**src/hdl/rti_pkg.sv**
```systemverilog
`timescale 1ns / 1ps
`default_nettype none
package rti_pkg;

  localparam int COORD_BITS = 20;
  localparam int DIST_BITS  = 32;
  localparam int FRAC       = 10;
  localparam int FB         = 16;
  localparam int THR_W      = 20;
  localparam int EW         = COORD_BITS + 1;
  localparam int MW         = 2 * EW;
  localparam int PW         = MW + 1;
  localparam int XW         = PW - FRAC;
  localparam int DW         = EW + XW;
  localparam int SW         = DW + 2;
  localparam int QW         = DIST_BITS - 1;
  localparam int SAT_SHIFT  = QW - FB;
  localparam int RW         = SW + QW;
  localparam int VW         = 3 * COORD_BITS;
  localparam int CFG_IDX_W  = 3;

  localparam logic [CFG_IDX_W-1:0] REG_VERTEX_A  = CFG_IDX_W'(0);
  localparam logic [CFG_IDX_W-1:0] REG_VERTEX_B  = CFG_IDX_W'(1);
  localparam logic [CFG_IDX_W-1:0] REG_VERTEX_C  = CFG_IDX_W'(2);
  localparam logic [CFG_IDX_W-1:0] REG_CULL      = CFG_IDX_W'(3);
  localparam logic [CFG_IDX_W-1:0] REG_THRESHOLD = CFG_IDX_W'(4);

  typedef logic signed [COORD_BITS-1:0] coord_t;
  typedef logic signed [EW-1:0]         edge_t;
  typedef logic signed [MW-1:0]         mult_t;
  typedef logic signed [XW-1:0]         xw_t;
  typedef logic signed [DW-1:0]         dprod_t;
  typedef logic signed [SW-1:0]         sum_t;

  typedef struct packed {
    edge_t x;
    edge_t y;
    edge_t z;
  } vec_t;

  typedef struct packed {
    xw_t x;
    xw_t y;
    xw_t z;
  } xvec_t;

  typedef struct packed {
    coord_t ox;
    coord_t oy;
    coord_t oz;
    coord_t dx;
    coord_t dy;
    coord_t dz;
  } ray_t;

  typedef struct packed {
    sum_t det;
    sum_t un;
    sum_t vn;
    sum_t tn;
  } dots_t;

  typedef struct packed {
    logic          hit;
    logic          neg;
    logic          sat;
    logic [SW-1:0] mag;
    logic [SW-1:0] den;
  } divreq_t;

  typedef struct packed {
    logic          hit;
    logic          neg;
    logic          sat;
    logic [SW-1:0] den;
    logic [RW-1:0] rem;
    logic [QW-1:0] q;
  } divst_t;

  function automatic vec_t unpack_vtx(logic [VW-1:0] p);
    vec_t r;
    r.x = EW'($signed(p[COORD_BITS-1:0]));
    r.y = EW'($signed(p[2*COORD_BITS-1:COORD_BITS]));
    r.z = EW'($signed(p[3*COORD_BITS-1:2*COORD_BITS]));
    return r;
  endfunction

endpackage
`default_nettype wire

```
**src/hdl/rti_check.sv**
```systemverilog
`timescale 1ns / 1ps
`default_nettype none
module rti_check (
  input  wire logic                      clk,
  input  wire logic                      rst_n,
  input  wire logic                      cull_backfaces,
  input  wire logic [rti_pkg::THR_W-1:0] det_threshold,
  input  wire logic                      in_valid,
  output logic                           in_ready,
  input  wire rti_pkg::dots_t            in_dots,
  output logic                           out_valid,
  input  wire logic                      out_ready,
  output rti_pkg::divreq_t               out_req
);

  logic v1_r, v2_r, en1, en2;
  logic rej_nxt, rej_r;
  rti_pkg::sum_t thr_s;
  rti_pkg::dots_t abs_nxt, abs_r;
  logic [rti_pkg::SW:0] uv_sum;
  rti_pkg::sum_t tn_mag;
  rti_pkg::divreq_t req_nxt, req_r;

  assign en2 = !v2_r || out_ready;
  assign en1 = !v1_r || en2;
  assign in_ready  = en1;
  assign out_valid = v2_r;
  assign out_req   = req_r;

  always_comb begin
    thr_s = $signed({{(rti_pkg::SW - rti_pkg::THR_W){1'b0}}, det_threshold});
    abs_nxt = in_dots;
    if (in_dots.det[rti_pkg::SW-1]) begin
      abs_nxt.det = -in_dots.det;
      abs_nxt.un  = -in_dots.un;
      abs_nxt.vn  = -in_dots.vn;
      abs_nxt.tn  = -in_dots.tn;
    end
    if (cull_backfaces) begin
      rej_nxt = (in_dots.det <= thr_s);
    end else begin
      rej_nxt = (abs_nxt.det <= thr_s);
    end
  end

  always_comb begin
    uv_sum = (rti_pkg::SW+1)'(abs_r.un) + (rti_pkg::SW+1)'(abs_r.vn);
    tn_mag = abs_r.tn[rti_pkg::SW-1] ? -abs_r.tn : abs_r.tn;
    req_nxt.hit = !rej_r && !abs_r.un[rti_pkg::SW-1] && (abs_r.un <= abs_r.det)
                  && !abs_r.vn[rti_pkg::SW-1]
                  && ($signed(uv_sum) <= (rti_pkg::SW+1)'(abs_r.det));
    req_nxt.neg = abs_r.tn[rti_pkg::SW-1];
    req_nxt.mag = tn_mag;
    req_nxt.den = abs_r.det;
    req_nxt.sat = ((rti_pkg::SW+rti_pkg::SAT_SHIFT)'(tn_mag)
                   >= {abs_r.det, {rti_pkg::SAT_SHIFT{1'b0}}});
  end

  always_ff @(posedge clk) begin
    if (!rst_n) begin
      v1_r <= 1'b0;
      v2_r <= 1'b0;
    end else begin
      if (en1) v1_r <= in_valid;
      if (en2) v2_r <= v1_r;
    end
  end

  always_ff @(posedge clk) begin
    if (en1) begin
      abs_r <= abs_nxt;
      rej_r <= rej_nxt;
    end
    if (en2) req_r <= req_nxt;
  end

endmodule
`default_nettype wire

```
**config.mk**
```make
export PLATFORM = sky130hd
export DESIGN_NAME = rti_check
export DESIGN_NICKNAME = d
export VERILOG_FILES = /design/src/hdl/rti_pkg.sv /design/src/hdl/rti_check.sv
export SDC_FILE = /design/constraint.sdc
export NUM_CORES = 1
export LEC_CHECK = 0
export ABC_AREA = 1
export BUFFER_PORTS_ARGS = -buffer_cell sky130_fd_sc_hd__buf_2
export CORE_MARGIN = 4
export CORE_UTILIZATION = 60
export DETAILED_ROUTE_END_ITERATION = 8
export PLACE_DENSITY = 0.8
export SYNTH_ARGS = -nofsm -noshare
export SYNTH_HDL_FRONTEND = slang
export SYNTH_SLANG_ARGS = --single-unit
```
**constraint.sdc**
```tcl
create_clock -name clk -period 10.55 [get_ports clk]
set_input_delay 2.11 -clock clk [delete_from_list [all_inputs] [get_ports clk]]
set_output_delay 2.11 -clock clk [all_outputs]
set_load 0.01 [all_outputs]
```
==> out/summary.txt, run 1 <==
Crit path kind: in -> out
GRT Total Usage: 39.5%
Cell area after synthesis: 0.0277 mm²
Post-Syn Nets: 3,948
Yosys top cell by area: edfxtp_1
Top cells by area, synth: edfxtp_1, ha_1, nand2_1
Sequential area share after synthesis: 37.0%
Num rows: 78
Drt first pass iters: 6
Vias in the first global route: 25,255
Required @ worst endpoint: 8.44 ns
Initial antenna violation count: 12
PD cells: 149 mW/mm²
# setup viols final: 0
Most common cell in the netlist: nand2_1
Number of top-level pins: 366
Synth warn: 0
Worst-Skew Late Latency: 0.59 ns
Global-route wire length before repair: 150,000 µm
Worst hold slack: 0.459 ns
Tmin final: 5.25 ns
Worst EP arrival: 3.14 ns
Largest net degree at the start of global routing: 86
CTS clk-pin slew, worst paths: 0.06 ns
Setup Fix Bufs, Post-CTS: 0
Clock Tree Root: clkbuf_16
Hold buffers post-CTS: 0
Top-area cell type share of the netlist area: 36.9%
HP Class: reg -> reg
Ys flop type: edfxtp_1
DIE AREA: 0.0496 mm²
Unrepaired setup endpoints after global routing: no
Worst Tran Pin Value: 1.09 ns
Total negative slack: 0 ns
Non-filler cells in the finished layout: 4,441
Final wirelength: 102,000 µm
Max Cap Violations: 0
Slew Viols, Final: 0
Status: complete, no violations
Period utilization: 49.8%
Drt wl/cell: 23.0 µm
Reg2Reg Depth: 23
Hold path depth: 0
Final core occ: 69.0%
Yosys reg bits: 342
Peak supply drop: 0.142 mV
Worst-path fanout max: 33
P_leak: 14.0 nW
EDFF count, synth: 340
Fin. Hold Viols: 0
Drc violations: 0
CTS buffer count: 39
Final Net Count: 4,327
CTS tree: done
DRT iter0 DRCs: 3,419
GP Congestion: 1.03
CTS H-tree lvls: 2
DP HPWL: 83,900 µm
Sink Count: 342
Post-DR vias/cell: 6.00
Post-DRT Antenna Nets: 0
Die W: 223 µm
I/O Buffers: 365
Post-synth cell types: 59
Fmax: 190 MHz
Starting density of the core: 60.9%
Die H: 223 µm
Core Area: 0.0455 mm²
Endpoint type of the worst setup path: primary output
Slew HR: 27.3%
Synthesis-to-finish area growth: 13.5%
Synth async-reset ratio: 0%
Clock Tree Buf Depth: 3
Total gr overflow: 0
Avg Cell Area, Syn: 8.07 µm²
Post-Synthesis Cells: 3,429
CTS-repair resized insts: 0
Via count: 26,658
Ratio of cells with drive above 1 in the final layout: 14.0%
Placed instance count: 4,367
Synth top cells by count: nand2_1, nor2_1, inv_1, edfxtp_1, ha_1
Clk_skew: 0.0148 ns
Worst Setup Start Kind: input port
==> sequential cells by signal (all words and copies together) (netlist names) <==
| signal | cells |
|---|---|
| out_valid | 1 |
| rej_r | 1 |
| out_req | 115 |
| abs_r | 224 |
| v1_r | 1 |
==> final cells by class <==
type / count / area (µm²)
multi-input combinational: 2599 / 15600
fill: 3872 / 14100
sequential: 342 / 10200
timing repair buffer: 374 / 1900
inverter: 452 / 1700
clock buffer: 48 / 1010
tap: 600 / 751
clock inverter: 23 / 213
antenna: 3 / 7.51
==> stage by stage <==
| step | total power, mW | setup slack, ns | cell area (µm²) |
|---|---|---|---|
| final | 4.69 | 5.30 | 31400 |
| after global routing | 4.91 | 5.26 | 31400 |
| after CTS | 4.63 | 5.31 | 31400 |
| after detailed placement | 3.31 | 5.04 | 30200 |
| after global placement | 3.29 | 5.11 | 30200 |
| after floorplan | 2.74 | 0.952 | 27700 |
==> cells in the final DEF, fill, tap and decap left out, types with 10 or more instances in the layout <==
master     netlist  layout
nand4_1         82      82
o21ai_0        123     123
inv_2           10      10
edfxtp_1       340     340
a31oi_1         32      32
inv_1          442     441
nor2_1         477     477
xnor2_1        112     112
nand2_2         23      23
nor4_1          66      66
nand2_1        651     650
nor3_1          72      72
o21ai_1         14      14
ha_1           269     269
buf_2           16     364
nor2_2          20      20
o21ai_2         15      15
clkbuf_16        0      39
o21bai_1        13      13
a21oi_1        200     200
xor2_1         168     168
o211ai_1        16      16
nand3_1        134     133
==> critical path, cell delays in order <==
cell,delay (ns)
buf_2,0.10
inv_1,0.14
nand3_4,0.44
buf_2,0.33
==> routing by layer <==
layer	part of all wire, %	up-vias	GRT usage, %
li1	-	12444	-
met1	40	12310	53.5
met2	44	1613	61.2
met3	11	273	9.21
met4	5.1	18	16.8
met5	0.14	-	0
==> power by group <==
part	switching, mW	total [mW]	internal [mW]	leakage, nW
logic	1.00	1.54	0.538	9.82
clock network	0.607	1.35	0.740	0.587
registers	0.124	1.80	1.68	3.62
==> worst paths after layout <==
path         startpoint      endpoint  slack, ns
min          abs_r[193]   out_req[25]       0.46
max reg2reg    abs_r[0]  out_req[112]       5.80
max           out_ready      in_ready       5.30
min reg2reg  abs_r[193]   out_req[25]       0.46
==> logic make-up after synthesis <==
kind of cell / count (synthesis) / synth area share, %
AO/OA/AOI/OAI: 476 / 10.1
XOR/XNOR: 280 / 8.86
adder cells (fa/ha/maj): 270 / 12.2
buffers and inverters: 488 / 6.76
flip-flops: 342 / 37.0
AND/OR/NAND/NOR: 1573 / 25.0
Power figures use the tool's default switching activity.
==> run 2, diff against run 1 <==
--- a/config.mk
+++ b/config.mk
@@ -8,9 +8,9 @@
 export ABC_AREA = 1
 export BUFFER_PORTS_ARGS = -buffer_cell sky130_fd_sc_hd__buf_2
 export CORE_MARGIN = 4
-export CORE_UTILIZATION = 60
+export CORE_UTILIZATION = 54
 export DETAILED_ROUTE_END_ITERATION = 8
-export PLACE_DENSITY = 0.8
+export PLACE_DENSITY = 0.76
 export SYNTH_ARGS = -nofsm -noshare
 export SYNTH_HDL_FRONTEND = slang
 export SYNTH_SLANG_ARGS = --single-unit
==> constraint.sdc (replaced) <==
create_clock -name clk -period 4.4 [get_ports clk]
set_input_delay 0.88 -clock clk [delete_from_list [all_inputs] [get_ports clk]]
set_output_delay 0.88 -clock clk [all_outputs]
set_load 0.01 [all_outputs]
==> out/summary.txt, run 2 (synthesis results as in run 1) <==
Post-DRT Antenna Nets: 0 (unchanged)
CP cell instances: nor3_4 > nand4_1 > nor3_2 > nand3_2 > nor2_4 > nand3b_4 > nor2_4 > nand3_2 > nor2_2 > buf_6 > ha_4 > nand2_4 > nor2_4 > nand4_1 > nor3_2 > nand3_1 > nor4_4 > nand2_2 > nor3_2 > nand4_1 > nand3_1
Peak supply drop: 0.250 mV (+76%)
Endpoint type of the worst setup path: register
GP Congestion: 1.06 (+2.9%)
Drc violations: 0 (unchanged)
Placed instance area: 0.0303 mm² (+0.56%)
Largest net degree at the start of global routing: 158 (+84%)
Starting density of the core: 54.9% (-5.9 points)
CTS tree: done
Fmax: 224 MHz
DIE AREA: 0.0549 mm² (+11%)
# setup viols final: 1 (+1)
Max Cap Violations: 0 (unchanged)
Crit path kind: reg -> reg
Clock Tree Root: clkbuf_16
Clk_skew: 0.0354 ns (+0.0206 ns)
Synthesis-to-finish area growth: 15.6%
Most common cell after layout, fill and taps aside: nand2_1
Worst Tran Pin Value: 0.970 ns (-0.121 ns)
P_leak: 14.3 nW (+1.6%)
DP HPWL: 84,300 µm (+0.58%)
Num rows: 82 (+5.1%)
Drt wl/cell: 22.5 µm (-1.8%)
Required @ worst endpoint: 4.83 ns (-3.61 ns)
Failing checks: negative setup slack
Global-route wire length before repair: 148,000 µm (-0.95%)
DRT iter0 DRCs: 3,298 (-3.5%)
Slew HR: 34.8% (+7.5 points)
Period utilization: 102%
CTS clk-pin slew, worst paths: 0.06 ns (about the same)
Status: finished with violations
Via count: 26,604 (-0.20%)
Initial antenna violation count: 17 (+5)
Worst Setup Start Kind: register
Unrepaired setup endpoints after global routing: yes
Vias in the first global route: 24,675 (-2.3%)
CP bufs+invs: 1 (-2)
Slew Viols, Final: 0 (unchanged)
Worst hold slack: 0.450 ns (-0.00876 ns)
Drt first pass iters: 6 (unchanged)
Core Area: 0.0504 mm² (+11%)
Clock Tree Buf Depth: 3 (unchanged)
Die W: 234 µm (+5.2%)
Finished Cell Area: 0.0320 mm² (+1.9%)
Power, Total: 11.4 mW (+140%)
Max incr delay on CP: 0.46 ns (+0.02 ns)
GRT Total Usage: 36.1% (-3.4 points)
Final Net Count: 4,354 (+0.62%)
Worst-Skew Late Latency: 0.58 ns (about the same)
Filler cells: 4,461 (+15%)
Tmin final: 4.47 ns
Top delay family on crit path: simple AND/OR/NAND/NOR gates
Fin. Hold Viols: 0 (unchanged)
HP Class: reg -> reg
Hold path depth: 0 (unchanged)
Ratio of cells with drive above 1 in the final layout: 15.6% (+1.6 points)
PD cells: 357 mW/mm² (+140%)
Max reg flops: 224 (unchanged)
Number of top-level pins: 366 (unchanged)
Most frequent cells in the layout: nand2_1, nor2_1, inv_1
Die H: 234 µm (+5.2%)
Sink Count: 342 (unchanged)
I/O Buffers: 365 (unchanged)
Final wirelength: 102,000 µm (+0.46%)
Reg2Reg Depth: 21 (-8.7%)
Worst-path fanout max: 6 (-82%)
CTS buffer count: 39 (unchanged)
Post-DR vias/cell: 5.86 (-2.4%)
Final WS setup: -0.0698 ns (-5.37 ns)
Total negative slack: -0.0698 ns (-0.0698 ns)
Biggest register: abs_r
Critical path depth: 21 (+17)
Total gr overflow: 0 (unchanged)
Slowest cell on the critical path: edfxtp_1
Worst EP arrival: 4.90 ns (+1.76 ns)
CTS H-tree lvls: 2 (unchanged)
==> run 2: cell count changes in the layout (fill, tap and decap cells not counted), sizes merged <==
cell	before	now
clkinvlp	2	3
diode	3	6
bufinv	2	4
clkinv	17	21
inv	454	453
buf	374	401
clkbuf	48	42
==> run 2: per-layer routing <==
| metal | share of wire, % | vias up | GRT usage (%) |
|---|---|---|---|
| met2 | 44 | 1512 | 56.6 |
| met4 | 4.7 | 22 | 13.7 |
| li1 | - | 12494 | - |
| met1 | 40 | 12306 | 49.4 |
| met5 | 0.15 | - | 0 |
| met3 | 11 | 270 | 7.71 |
==> run 2: worst paths after layout <==
| check | startpoint | end | slack [ns] |
|---|---|---|---|
| worst min-delay path | abs_r[198] | out_req[30] | 0.45 |
| worst max-delay path | abs_r[5] | out_req[112] | -0.07 |
| worst min register to register | abs_r[198] | out_req[30] | 0.45 |
| worst max register to register | abs_r[5] | out_req[112] | -0.07 |
==> run 2: report_power, final <==
group	switching [mW]	total (mW)	internal [mW]
registers	0.287	4.31	4.02
clock network	1.44	3.33	1.89
logic	2.46	3.80	1.34
total	4.19	11.4	7.25
==> run 2: repair_timing <==
item	in CTS	in global routing
hold buffers	0	0
pin swaps	0	22
buffers inserted	0	20
gates resized for setup	3	42
setup endpoints to repair	2	2
==> run 2: per-stage QoR <==
| step | setup WS [ns] | util [%] | std cells |
|---|---|---|---|
| after floorplan | 0.484 | - | 3429 |
| after global routing | -0.260 | 63.5 | 4538 |
| after detailed placement | -0.121 | 60.2 | 4446 |
| final | -0.0698 | 63.5 | 4543 |
| after global placement | -0.0116 | 60.2 | 4446 |
| after CTS | 0.0438 | 62.8 | 4517 |
==> run 2: area by class of cell <==
cell class                 count  area [µm²]  share of cell area (%)
multi-input combinational   2599       15800                    49.3
sequential                   342       10200                    32.0
tap                          672         841                    2.63
antenna                        6        15.0                  0.0469
clock buffer                  42         987                    3.09
clock inverter                29         294                   0.919
inverter                     452        1700                    5.31
timing repair buffer         401        2130                    6.66
